==> src/design/kaf_pkg.sv <==
`timescale 1ns / 1ps
// Shared types, constants and helper functions for the Kalman angle fusion block.
// No dependencies; all files but kaf_checker refer to it by scoped names.

package kaf_pkg;

    // Configuration port geometry and register indexes.
    localparam int CFG_INDEX_W = 4;
    localparam int CFG_DATA_W  = 32;

    localparam logic [CFG_INDEX_W-1:0] CFG_PROC_NOISE_ANGLE = 4'd0;
    localparam logic [CFG_INDEX_W-1:0] CFG_PROC_NOISE_BIAS  = 4'd1;
    localparam logic [CFG_INDEX_W-1:0] CFG_MEAS_NOISE       = 4'd2;
    localparam logic [CFG_INDEX_W-1:0] CFG_SAMPLE_PERIOD    = 4'd3;

    // Reset values of the configuration registers (unsigned Q8.24).
    localparam logic [CFG_DATA_W-1:0] RST_PROC_NOISE_ANGLE = 32'd16777;
    localparam logic [CFG_DATA_W-1:0] RST_PROC_NOISE_BIAS  = 32'd50332;
    localparam logic [CFG_DATA_W-1:0] RST_MEAS_NOISE       = 32'd8388608;
    localparam logic [CFG_DATA_W-1:0] RST_SAMPLE_PERIOD    = 32'd83886;

    // One in Q8.24, the reset value of the diagonal covariance terms.
    localparam logic signed [31:0] ONE_Q24 = 32'sd16777216;

    // Saturation input width and the signed 32-bit limits at that width.
    localparam int SAT_W = 48;
    localparam logic signed [SAT_W-1:0] SAT_MAX = 48'sh0000_7FFF_FFFF;
    localparam logic signed [SAT_W-1:0] SAT_MIN = 48'shFFFF_8000_0000;

    // Divider: one overflow-detect step plus 32 quotient bits.
    localparam int DIV_STEPS = 33;
    localparam int DIV_CNT_W = $clog2(DIV_STEPS + 1);

    // Step counter for the multiply sequences.
    localparam int STEP_W = 3;
    localparam logic [STEP_W-1:0] PRED_LAST = 3'd5;
    localparam logic [STEP_W-1:0] CORR_LAST = 3'd7;

    // Operand pair fed to the shared multiplier.
    typedef enum logic [3:0] {
        MUL_NONE,
        MUL_RATE_DT,
        MUL_PDOT_DT,
        MUL_CBB_DT,
        MUL_PNB_DT,
        MUL_K0_P00,
        MUL_K0_P01,
        MUL_K1_P00,
        MUL_K1_P01,
        MUL_K0_ERR,
        MUL_K1_ERR
    } mul_sel_t;

    // Where a rounded product is accumulated, and with which sign.
    typedef enum logic [3:0] {
        ACC_NONE,
        ACC_ANGLE,
        ACC_P00,
        ACC_P01_P10,
        ACC_P11,
        ACC_CAA,
        ACC_CAB,
        ACC_CBA,
        ACC_CBB,
        ACC_BIAS
    } acc_sel_t;

    typedef struct packed {
        mul_sel_t mul_sel;
        acc_sel_t acc_sel;
    } seq_op_t;

    // Commands from the controller to the datapath.
    typedef struct packed {
        logic     load_in;
        logic     prep;
        mul_sel_t mul_sel;
        acc_sel_t acc_sel;
        logic     calc_err;
        logic     div_load;
        logic     div_step;
        logic     gain_load;
        logic     out_load;
    } cmd_t;

    // Status from the datapath to the controller.
    typedef struct packed {
        logic div_done;
    } status_t;

    // Clamp a wide signed value to the signed 32-bit range.
    function automatic logic signed [31:0] sat32(input logic signed [SAT_W-1:0] v);
        logic signed [31:0] r;
        if (v > SAT_MAX)
        begin
            r = 32'sh7FFF_FFFF;
        end
        else if (v < SAT_MIN)
        begin
            r = 32'sh8000_0000;
        end
        else
        begin
            r = signed'(v[31:0]);
        end
        return r;
    endfunction

    // Predict sequence. A product issued at one step passes through the multiplier
    // register and then the rounding register before it is accumulated at a later step.
    function automatic seq_op_t pred_op(input logic [STEP_W-1:0] step);
        seq_op_t op;
        op.mul_sel = MUL_NONE;
        op.acc_sel = ACC_NONE;
        case (step)
            3'd0: op.mul_sel = MUL_RATE_DT;
            3'd1: op.mul_sel = MUL_PDOT_DT;
            3'd2:
            begin
                op.mul_sel = MUL_CBB_DT;
                op.acc_sel = ACC_ANGLE;
            end
            3'd3:
            begin
                op.mul_sel = MUL_PNB_DT;
                op.acc_sel = ACC_P00;
            end
            3'd4: op.acc_sel = ACC_P01_P10;
            3'd5: op.acc_sel = ACC_P11;
            default: ;
        endcase
        return op;
    endfunction

    // Correction sequence, with the same path through the multiplier and rounding registers.
    function automatic seq_op_t corr_op(input logic [STEP_W-1:0] step);
        seq_op_t op;
        op.mul_sel = MUL_NONE;
        op.acc_sel = ACC_NONE;
        case (step)
            3'd0: op.mul_sel = MUL_K0_P00;
            3'd1: op.mul_sel = MUL_K0_P01;
            3'd2:
            begin
                op.mul_sel = MUL_K1_P00;
                op.acc_sel = ACC_CAA;
            end
            3'd3:
            begin
                op.mul_sel = MUL_K1_P01;
                op.acc_sel = ACC_CAB;
            end
            3'd4:
            begin
                op.mul_sel = MUL_K0_ERR;
                op.acc_sel = ACC_CBA;
            end
            3'd5:
            begin
                op.mul_sel = MUL_K1_ERR;
                op.acc_sel = ACC_CBB;
            end
            3'd6: op.acc_sel = ACC_ANGLE;
            3'd7: op.acc_sel = ACC_BIAS;
            default: ;
        endcase
        return op;
    endfunction

endpackage

==> src/design/kaf_ctrl.sv <==
`timescale 1ns / 1ps
// Sequencing state machine for the Kalman angle fusion block.
// Depends on kaf_pkg for the command, status and step-sequence definitions.

module kaf_ctrl (
    input  logic             clk,
    input  logic             rst_n,
    input  logic             in_valid,
    output logic             in_ready,
    output logic             out_valid,
    input  logic             out_ready,
    input  kaf_pkg::status_t status,
    output kaf_pkg::cmd_t    cmd
);

    typedef enum logic [8:0] {
        S_IDLE  = 9'b000000001,
        S_PREP  = 9'b000000010,
        S_PRED  = 9'b000000100,
        S_ERR   = 9'b000001000,
        S_DIVLD = 9'b000010000,
        S_DIV   = 9'b000100000,
        S_GAIN  = 9'b001000000,
        S_CORR  = 9'b010000000,
        S_OUT   = 9'b100000000
    } state_t;

    state_t                       state_reg, state_next;
    logic [kaf_pkg::STEP_W-1:0]   step_reg, step_next;
    logic                         out_valid_reg, out_valid_next;
    kaf_pkg::seq_op_t             op;

    // Next state and command decode.
    always_comb
    begin
        state_next    = state_reg;
        step_next     = step_reg;
        op.mul_sel    = kaf_pkg::MUL_NONE;
        op.acc_sel    = kaf_pkg::ACC_NONE;
        cmd.load_in   = 1'b0;
        cmd.prep      = 1'b0;
        cmd.calc_err  = 1'b0;
        cmd.div_load  = 1'b0;
        cmd.div_step  = 1'b0;
        cmd.gain_load = 1'b0;
        cmd.out_load  = 1'b0;
        case (state_reg)
            S_IDLE:
            begin
                if (in_valid)
                begin
                    cmd.load_in = 1'b1;
                    state_next  = S_PREP;
                end
            end
            S_PREP:
            begin
                cmd.prep   = 1'b1;
                step_next  = '0;
                state_next = S_PRED;
            end
            S_PRED:
            begin
                op = kaf_pkg::pred_op(step_reg);
                if (step_reg == kaf_pkg::PRED_LAST)
                begin
                    step_next  = '0;
                    state_next = S_ERR;
                end
                else
                begin
                    step_next = step_reg + 1'b1;
                end
            end
            S_ERR:
            begin
                cmd.calc_err = 1'b1;
                state_next   = S_DIVLD;
            end
            S_DIVLD:
            begin
                cmd.div_load = 1'b1;
                state_next   = S_DIV;
            end
            S_DIV:
            begin
                if (status.div_done)
                begin
                    state_next = S_GAIN;
                end
                else
                begin
                    cmd.div_step = 1'b1;
                end
            end
            S_GAIN:
            begin
                cmd.gain_load = 1'b1;
                step_next     = '0;
                state_next    = S_CORR;
            end
            S_CORR:
            begin
                op = kaf_pkg::corr_op(step_reg);
                if (step_reg == kaf_pkg::CORR_LAST)
                begin
                    step_next  = '0;
                    state_next = S_OUT;
                end
                else
                begin
                    step_next = step_reg + 1'b1;
                end
            end
            S_OUT:
            begin
                // Wait here only while an earlier result is still unclaimed.
                if (!out_valid_reg || out_ready)
                begin
                    cmd.out_load = 1'b1;
                    state_next   = S_IDLE;
                end
            end
            default:
            begin
                state_next = S_IDLE;
            end
        endcase
        cmd.mul_sel = op.mul_sel;
        cmd.acc_sel = op.acc_sel;
    end

    // Output request flag.
    always_comb
    begin
        if (cmd.out_load)
        begin
            out_valid_next = 1'b1;
        end
        else if (out_ready)
        begin
            out_valid_next = 1'b0;
        end
        else
        begin
            out_valid_next = out_valid_reg;
        end
    end

    always_ff @(posedge clk or negedge rst_n)
    begin
        if (!rst_n)
        begin
            state_reg     <= S_IDLE;
            step_reg      <= '0;
            out_valid_reg <= 1'b0;
        end
        else
        begin
            state_reg     <= state_next;
            step_reg      <= step_next;
            out_valid_reg <= out_valid_next;
        end
    end

    assign in_ready  = (state_reg == S_IDLE);
    assign out_valid = out_valid_reg;

endmodule

==> config.mk <==
export PLATFORM = sky130hd
export DESIGN_NAME = kaf_ctrl
export DESIGN_NICKNAME = d
export VERILOG_FILES = /design/src/design/kaf_pkg.sv /design/src/design/kaf_ctrl.sv
export SDC_FILE = /design/constraint.sdc
export NUM_CORES = 1
export LEC_CHECK = 0
export BUFFER_PORTS_ARGS = -buffer_cell sky130_fd_sc_hd__buf_4
export CORE_MARGIN = 1.5
export CORE_UTILIZATION = 42
export DETAILED_ROUTE_END_ITERATION = 8
export MAX_ROUTING_LAYER = met4
export PLACE_DENSITY = 0.62
export SLEW_MARGIN = 20
export SYNTH_ARGS = -nofsm -noshare
export SYNTH_HDL_FRONTEND = slang
export SYNTH_SLANG_ARGS = --single-unit
export TNS_END_PERCENT = 20
==> constraint.sdc <==
create_clock -name clk -period 2 [get_ports clk]
set_input_delay 0 -clock clk [delete_from_list [all_inputs] [get_ports clk]]
set_output_delay 0 -clock clk [all_outputs]
set_load 0.01 [all_outputs]
-- Yosys cells after proc, flatten, opt, wreduce, memory -nomap -nowiden
Cells that the tools add are included.
- flip-flop bits (word level): 13
- bits of input ports: 5
- output and inout bits: 17
- logic and storage cells: 58
- add/sub/neg operators: 1
- equal/unequal tests: 21
- mux-type cells: 26
- reductions and logical operators: 7
- operator list (operator ; number):
    case mux 9 bit (9 select lines) ; 1
    case mux 4 bit (6 select lines) ; 2
    two-way mux 9 bit ; 5
    case mux 3 bit (4 select lines) ; 2
    case mux 8 bit (2 select lines) ; 1
    == test 3 bit, second input constant ; 4
    two-way mux 1 bit ; 12
    != test 2 bit, second input constant ; 5
    == test 9 x 1 -> 1 bit, second input constant ; 1
    == test 9 x 2 -> 1 bit, second input constant ; 1
    == test 9 x 3 -> 1 bit, second input constant ; 1
    == test 9 x 4 -> 1 bit, second input constant ; 1
    == test 9 x 5 -> 1 bit, second input constant ; 1
    == test 9 x 6 -> 1 bit, second input constant ; 1
    == test 9 x 7 -> 1 bit, second input constant ; 1
    == test 9 x 8 -> 1 bit, second input constant ; 1
    == test 9 bit, second input constant ; 1
    case mux 3 bit (3 select lines) ; 1
    == test 3 x 2 -> 1 bit, second input constant ; 2
    two-way mux 3 bit ; 2
    AND reduction 5 bit ; 1
    adder 3 x 1 -> 3 bit, second input constant ; 1
    == test 3 x 1 -> 1 bit, second input constant ; 1
    logical NOT 3 bit ; 1
    5 further kinds ; 5

-- Longest topological paths before layout
Gate-level depths: netlist of the first run.
- depth in word-level cells: 5
- depth in mapped cells: 7
- mapped depth without buffers: 6

-- Worst setup path before layout of the first run
OpenSTA, ideal clock, no wires.
- path kind: flip-flop to output port
- from: reg state_reg[1]
- to: out cmd[6] in the netlist's numbering
- data arrival time: 1.643 ns
- required time: 2.000 ns
- setup slack: 0.357 ns
- cell stages (with the launch flop): 6
- buffers on the path: 1
- cells stage by stage: dfrtp_1 > nor4_4 > and4b_1 > buf_2 > nand2_1 > a311oi_1
- RTL lines (element ; RTL line ; source):
    start: declaration ; kaf_ctrl.sv:28 ; state_t state_reg, state_next;
    start signal: assignment ; kaf_ctrl.sv:160 ; state_reg <= state_next;
    end: declaration ; kaf_ctrl.sv:13 ; output kaf_pkg::cmd_t cmd

==> results of run 1 <==
[final cells by class]
cell class                 count  area [sq um]
fill                         197           792
clock buffer                   4          26.3
tap                           28          35.0
timing repair buffer          41           323
inverter                       7          26.3
sequential                    13           328
multi-input combinational     83           682
[metrics by stage]
| stage | setup WS (ns) | std cells | hold slack, ns |
|---|---|---|---|
| final | 0.0788 | 176 | 0.0251 |
| after global routing | -0.0517 | 176 | 0.0307 |
| after CTS | 0.0199 | 161 | 0.0171 |
| after detailed placement | 0.143 | 152 | -0.145 |
| after global placement | 0.188 | 152 | -0.145 |
| after floorplan | 0.357 | 107 | -0.296 |
[power groups by stage]
| stage | sequential [mW] | combinational [mW] | clock, mW |
|---|---|---|---|
| floorplan | 0.364 | 0.344 | 0 |
| global placement | 0.373 | 0.453 | 0 |
| detailed placement | 0.373 | 0.461 | 0 |
| CTS | 0.372 | 0.501 | 0.171 |
| global route | 0.384 | 0.755 | 0.191 |
| finish | 0.379 | 0.697 | 0.169 |
[routing by layer]
metal / part of all wire, % / vias to the layer above / GRT usage (%)
met2: 51 / 20 / 34.2
li1: - / 470 / -
met1: 45 / 473 / 25.2
met4: 1.4 / 0 / 4.82
met3: 2.8 / 5 / 5.56
met5: 0 / - / -
[kinds of logic after synthesis]
family	synth area share (%)
AO/OA/AOI/OAI	16.4
adder cells (fa/ha/maj)	7.61
buffers and inverters	5.58
flip-flops	33.1
multiplexers	1.14
AND/OR/NAND/NOR	36.2
[timing repair]
item | 4_1_cts | 5_1_grt
pin swaps | 2 | 7
gates resized for setup | 5 | 12
endpoints found under the setup margin | 5 | 6
cloned | 0 | 1
hold buffers | 3 | 0
buffers inserted | 2 | 14
endpoints found under the hold margin | 16 | 0
[worst paths after layout]
check                             start      endpoint  slack (ns)  cells after the start
max in group asynchronous         rst_n  state_reg[0]        1.67                      2
min                              status  state_reg[5]        0.03                      3
min reg2reg                   out_valid     out_valid        0.53                      2
max reg2reg                state_reg[5]  state_reg[0]        0.09                      6
min in group asynchronous         rst_n   step_reg[0]        0.08                      2
max                        state_reg[5]        cmd[6]        0.08                      5
[cells in the mapped netlist, types with 2 or more instances]
cell	number	area [sq um]
dfrtp_1	12	300
nand2_1	9	33.8
nor2_1	9	33.8
a21oi_1	7	35.0
inv_1	7	26.3
nor3_1	7	35.0
ha_1	6	75.1
o21ai_0	5	25.0
and2_1	4	25.0
nand2b_1	4	25.0
and4b_1	3	30.0
buf_2	2	10.0
buf_4	2	15.0
nand4b_1	2	17.5
nand4b_2	2	30.0
nor2b_1	2	12.5
nor4_4	2	42.5
or2_2	2	12.5
[critical path: stages, from the launching register on]
cell and delay [ns]:
dfrtp_1 0.47, nor4_4 0.39, nand4b_4 0.22, and2_4 0.20, a311oi_2 0.18, buf_4 0.16
==> summary.txt, run 1 <==
Detailed routing
  • Vias per Instance: 5.50
  • Post-DRT Antenna Nets: 0
  • Number of remaining DRC errors: 0
  • DR iter-0 viols: 8
  • Post-Route WL: ~2600 microns
  • Initial DRT Pass Iterations: 4
  • Vias: roughly 970
  • WL/cell: around 15 microns

Critical path
  • Crit Path Max Fanout: 9
  • Critical path arrival: 1.92 ns
  • CP required: 2.00 ns
  • CP Launch Type: flip-flop
  • CP endpoint kind: output port
  • Crit path kind: reg2out

Power
  • Clk pwr share: 13.6%
  • Gate power share: about 56%
  • Sw Pwr: 0.480 mW
  • Share of power burned in registers: 30.5%
  • Worst IR drop on VDD: 0.000741 V
  • Pwr/cell area: roughly 900 nW/um^2
  • Switching share of power: 38.6%
  • Total power: 1.25 mW
  • Internal Power: 0.765 mW
  • LEAKAGE: 0.677 nW

Synthesis
  • Yosys reg bits: 13
  • Number of enable flip-flop cells after synthesis: 0
  • Mapped Area: roughly 1000 sq um
  • Syn avg cell area: 9.21 sq um
  • Register area share after synthesis: around 33%
  • Main synth FF type: dfrtp_1
  • Async SR Flop Fraction: 100%
  • Library cells used by synthesis: 38
  • Synth Net Count: roughly 120
  • Gate Count Post-Synth: 107
  • Yosys Warn Count: 0

STA
  • Hold Violations, Final: 0
  • Setup TNS: 0 ns
  • Final setup violation count: 0
  • Layout Skew: 0.00980 ns
  • Fmax: 520 MHz
  • Pins Over Slew Limit: 0
  • RSZ-0062 raised after global routing: yes
  • Fin crit period: 1.92 ns
  • Max_slew headroom: 76.6%
  • Worst Tran Pin Value: 0.351 ns
  • Tcrit/Tclk final: a little over nine tenths

Die
  • Initial Util: 44.6%
  • Die area: approximately 2600 sq um
  • Core area: 2210 sq um
  • # IOs: 22
  • # rows: 17
  • DIE HEIGHT: 51.5 microns
  • Die width: about 51 microns

Layout
  • Most common cell after layout, fill and taps aside: buf_4
  • Most frequent cells in the layout: 36 x buf_4, 11 x dfrtp_1, 9 x nand2_1, 9 x nor2_1, 7 x a21oi_1
  • Antenna diode count: 0
  • Post-route cell area: between 1000 and 1500 sq um
  • Nets: 160
  • Layout area overhead: 44.0%
  • Share of cells above drive strength 1: 43.9%
  • Largest register FFs: 9
  • Final Util: 64.2%

Clocking
  • Max Buffers Root-to-Sink: 2
  • Root buf cell: clkbuf_4
  • Clk Latency, worst-skew pair: 0.29 ns
  • Number of buffers created by CTS: 3
  • Reg clk slew, reported paths: 0.09 ns
  • CTS tree: done
  • TritonCTS Sinks: 13
  • H-tree depth reported by CTS: 1

Placement
  • Gpl congestion: a little over 0.8
  • I/O Buffers: 21
  • Area after DPL: 1160 sq um
  • HPWL after detailed placement: between 1500 and 2000 microns

Global routing
  • Initial antenna violation count: 0
  • Grt total ovfl: 0
  • First-pass GRT wire length: 3950 microns
  • Largest net degree at the start of global routing: 14
  • Number of global-route vias before repair: 890
  • Total track usage: 20.7%

Run
  • Max-cap violations: 0

Run status
  • Status: finished clean

Hold path
  • Worst Hold Class: in2reg
(Power assumes the default switching activity.)
==> inputs of run 2 (changes only) <==
- TNS_END_PERCENT: 20 -> default
- clock period: 2 -> 1.9 ns (I/O delays scaled with it)
==> run 2 against run 1 <==
Net effect:
- the run now ends with hold timing, setup timing left
- critical path depth is 1 higher
- critical endpoint is now cmd[11]
- routed wire length is 0.53% higher
- combinational power hardly changed
- global-route usage is 1.0 points higher
- non-clock buffer count stayed put
- cell count is 0.57% lower
==> summary.txt, run 2 (same netlist as run 1, synthesis figures left out) <==
Layout
  • Seq. cell area: 329 sq um (was 328 sq um)
  • Non-Filler Instances: 175 (was 176)
  • Layout area overhead: 44.9% (was 44.0%)
  • Share of cells above drive strength 1: 48.3% (was 43.9%)
  • Largest register FFs: 9 (unchanged)
  • Most common cell after layout, fill and taps aside: buf_4 (unchanged)
  • Post-route cell area: 1430 sq um (was 1420 sq um)
  • Multi-input logic area: 681 sq um (was 682 sq um)
  • Antenna diode count: 0 (unchanged)
  • Nets: 159 (was 160)
  • Layout fillers: 188 (was 197)
  • Most frequent cells in the layout: 35 x buf_4, 10 x dfrtp_1, 9 x nor2_1, 7 x nand2_1, 6 x a21oi_1 (was 36 x buf_4, 11 x dfrtp_1, 9 x nand2_1, 9 x nor2_1, 7 x a21oi_1)

Clocking
  • Number of buffers created by CTS: 3 (unchanged)
  • Reg clk slew, reported paths: 0.09 ns (about the same)
  • Root buf cell: clkbuf_4 (unchanged)
  • H-tree depth reported by CTS: 1 (unchanged)
  • CTS tree: done (unchanged)
  • TritonCTS Sinks: 13 (unchanged)
  • Max Buffers Root-to-Sink: 2 (unchanged)
  • Clk Latency, worst-skew pair: 0.28 ns (was 0.29 ns)

Detailed routing
  • DR iter-0 viols: 6 (was 8)
  • Top Metal Used: met4 (unchanged)
  • Post-Route WL: 2660 microns (was 2650 microns)
  • Number of remaining DRC errors: 0 (unchanged)
  • Vias: 946 (was 968)
  • WL/cell: 15.2 microns (was 15.0 microns)
  • Met1 WL: 1190 microns (was 1180 microns)
  • DR WL met3: 83 microns (was 75 microns)
  • Vias per Instance: 5.41 (was 5.50)
  • DR WL met2: 1370 microns (was 1350 microns)
  • Initial DRT Pass Iterations: 4 (unchanged)
  • Post-DRT Antenna Nets: 0 (unchanged)

STA
  • Max_slew headroom: 78.2% (was 76.6%)
  • Fmax: 506 MHz
  • Pins Over Slew Limit: 0 (unchanged)
  • Setup TNS: -0.262 ns (was 0 ns)
  • Layout Skew: 0.00201 ns (was 0.00980 ns)
  • Hold Violations, Final: 1 (was 0)
  • Worst Tran Pin Value: 0.325 ns (was 0.351 ns)
  • RSZ-0062 raised after global routing: yes (unchanged)
  • Fin worst setup slack: -0.0779 ns (was 0.0788 ns)
  • Hold Worst Slack: -0.000236 ns (was 0.0251 ns)
  • Final setup violation count: 6 (was 0)
  • Tcrit/Tclk final: 104%
  • Fin crit period: roughly 2.0 ns

Critical path
  • CP endpoint kind: output port (unchanged)
  • CP Launch Type: flip-flop (unchanged)
  • Crit path kind: reg2out (unchanged)
  • Crit Path Max Fanout: 5 (was 9)
  • Critical path arrival: 1.98 ns (was 1.92 ns)
  • CP required: 1.90 ns (was 2.00 ns)

Run status
  • Status: finished, violations left (was finished clean)
  • Failing checks: hold timing, setup timing

Die
  • Core area: 2210 sq um (unchanged)
  • Initial Util: 44.6% (unchanged)
  • Die area: 2650 sq um (unchanged)
  • # IOs: 22 (unchanged)
  • # rows: 17 (unchanged)
  • Die width: 51.5 microns (unchanged)
  • DIE HEIGHT: 51.5 microns (unchanged)

Placement
  • Area after DPL: 1180 sq um (was 1160 sq um)
  • I/O Buffers: 21 (unchanged)
  • Gpl congestion: 0.874 (was 0.810)
  • HPWL after detailed placement: 1840 microns (was 1780 microns)
  • Placed cells: 155 (was 152)

Run
  • Max-cap violations: 0 (unchanged)

Power
  • Worst IR drop on VDD: 0.000671 V (was 0.000741 V)
  • LEAKAGE: 0.677 nW (about the same)
  • Pwr/cell area: 901 nW/um^2 (was 877 nW/um^2)

Global routing
  • Total track usage: 21.7% (was 20.7%)
  • Largest net degree at the start of global routing: 14 (unchanged)
  • First-pass GRT wire length: 4220 microns (was 3950 microns)
  • Number of global-route vias before repair: 908 (was 890)
  • Initial antenna violation count: 0 (unchanged)
  • Grt total ovfl: 0 (unchanged)

Hold path
  • Worst Hold Class: in2reg (unchanged)
[run 2: worst paths after layout]
check	startpoint	end	slack, ns	depth (start not counted)
setup / recovery	state_reg[1]	cmd[11]	-0.08	6
hold / removal	out_ready	out_valid	-0.0002	3
setup reg to reg	state_reg[1]	state_reg[0]	0.04	7
hold reg to reg	out_valid	out_valid	0.54	2
max in group asynchronous	rst_n	state_reg[0]	1.57	2
min in group asynchronous	rst_n	step_reg[0]	0.09	2
[run 2: power breakdown]
part | switching, mW | internal [mW] | total, mW
clock network | 0.109 | 0.0782 | 0.187
registers | 0.0705 | 0.331 | 0.401
logic | 0.335 | 0.364 | 0.699
[run 2: through the flow]
| step | power (mW) | util, % | worst slack (ns) |
|---|---|---|---|
| 6_report | 1.29 | 64.6 | -0.0779 |
| 2_1_floorplan | 0.745 | - | 0.257 |
| 4_1_cts | 1.18 | 60.3 | -0.0665 |
| 3_5_place_dp | 0.888 | 53.3 | 0.0190 |
| 3_3_place_gp | 0.875 | 53.3 | 0.0300 |
| 5_1_grt | 1.37 | 64.6 | -0.177 |
[run 2: repair_timing]
action,CTS,global route
cloned,0,0
pin swaps,8,8
hold buffers,2,0
setup endpoints to repair,7,13
endpoints found under the hold margin,14,0
resized for setup,11,14
buffers inserted,9,5
[run 2: layer usage]
layer	vias up	global-route usage (%)
li1	464	-
met1	456	30.0
met2	24	35.3
met3	2	1.75
met4	0	3.95
met5	-	-
[run 2: critical path, cell delays in order (launching register included)]
cell,delay (ns)
dfrtp_2,0.44
nor4_4,0.36
buf_4,0.18
nand4b_4,0.11
buf_4,0.18
o32ai_2,0.26
buf_4,0.16
[run 2: final cells by class]
type | count | area share [%]
Inverter | 7 | 2.01
Multi-Input combinational cell | 82 | 47.6
Timing Repair Buffer | 41 | 22.9
Clock buffer | 3 | 1.58
Tap cell | 28 | 2.45
Clock inverter | 1 | 0.350
Sequential cell | 13 | 23.0
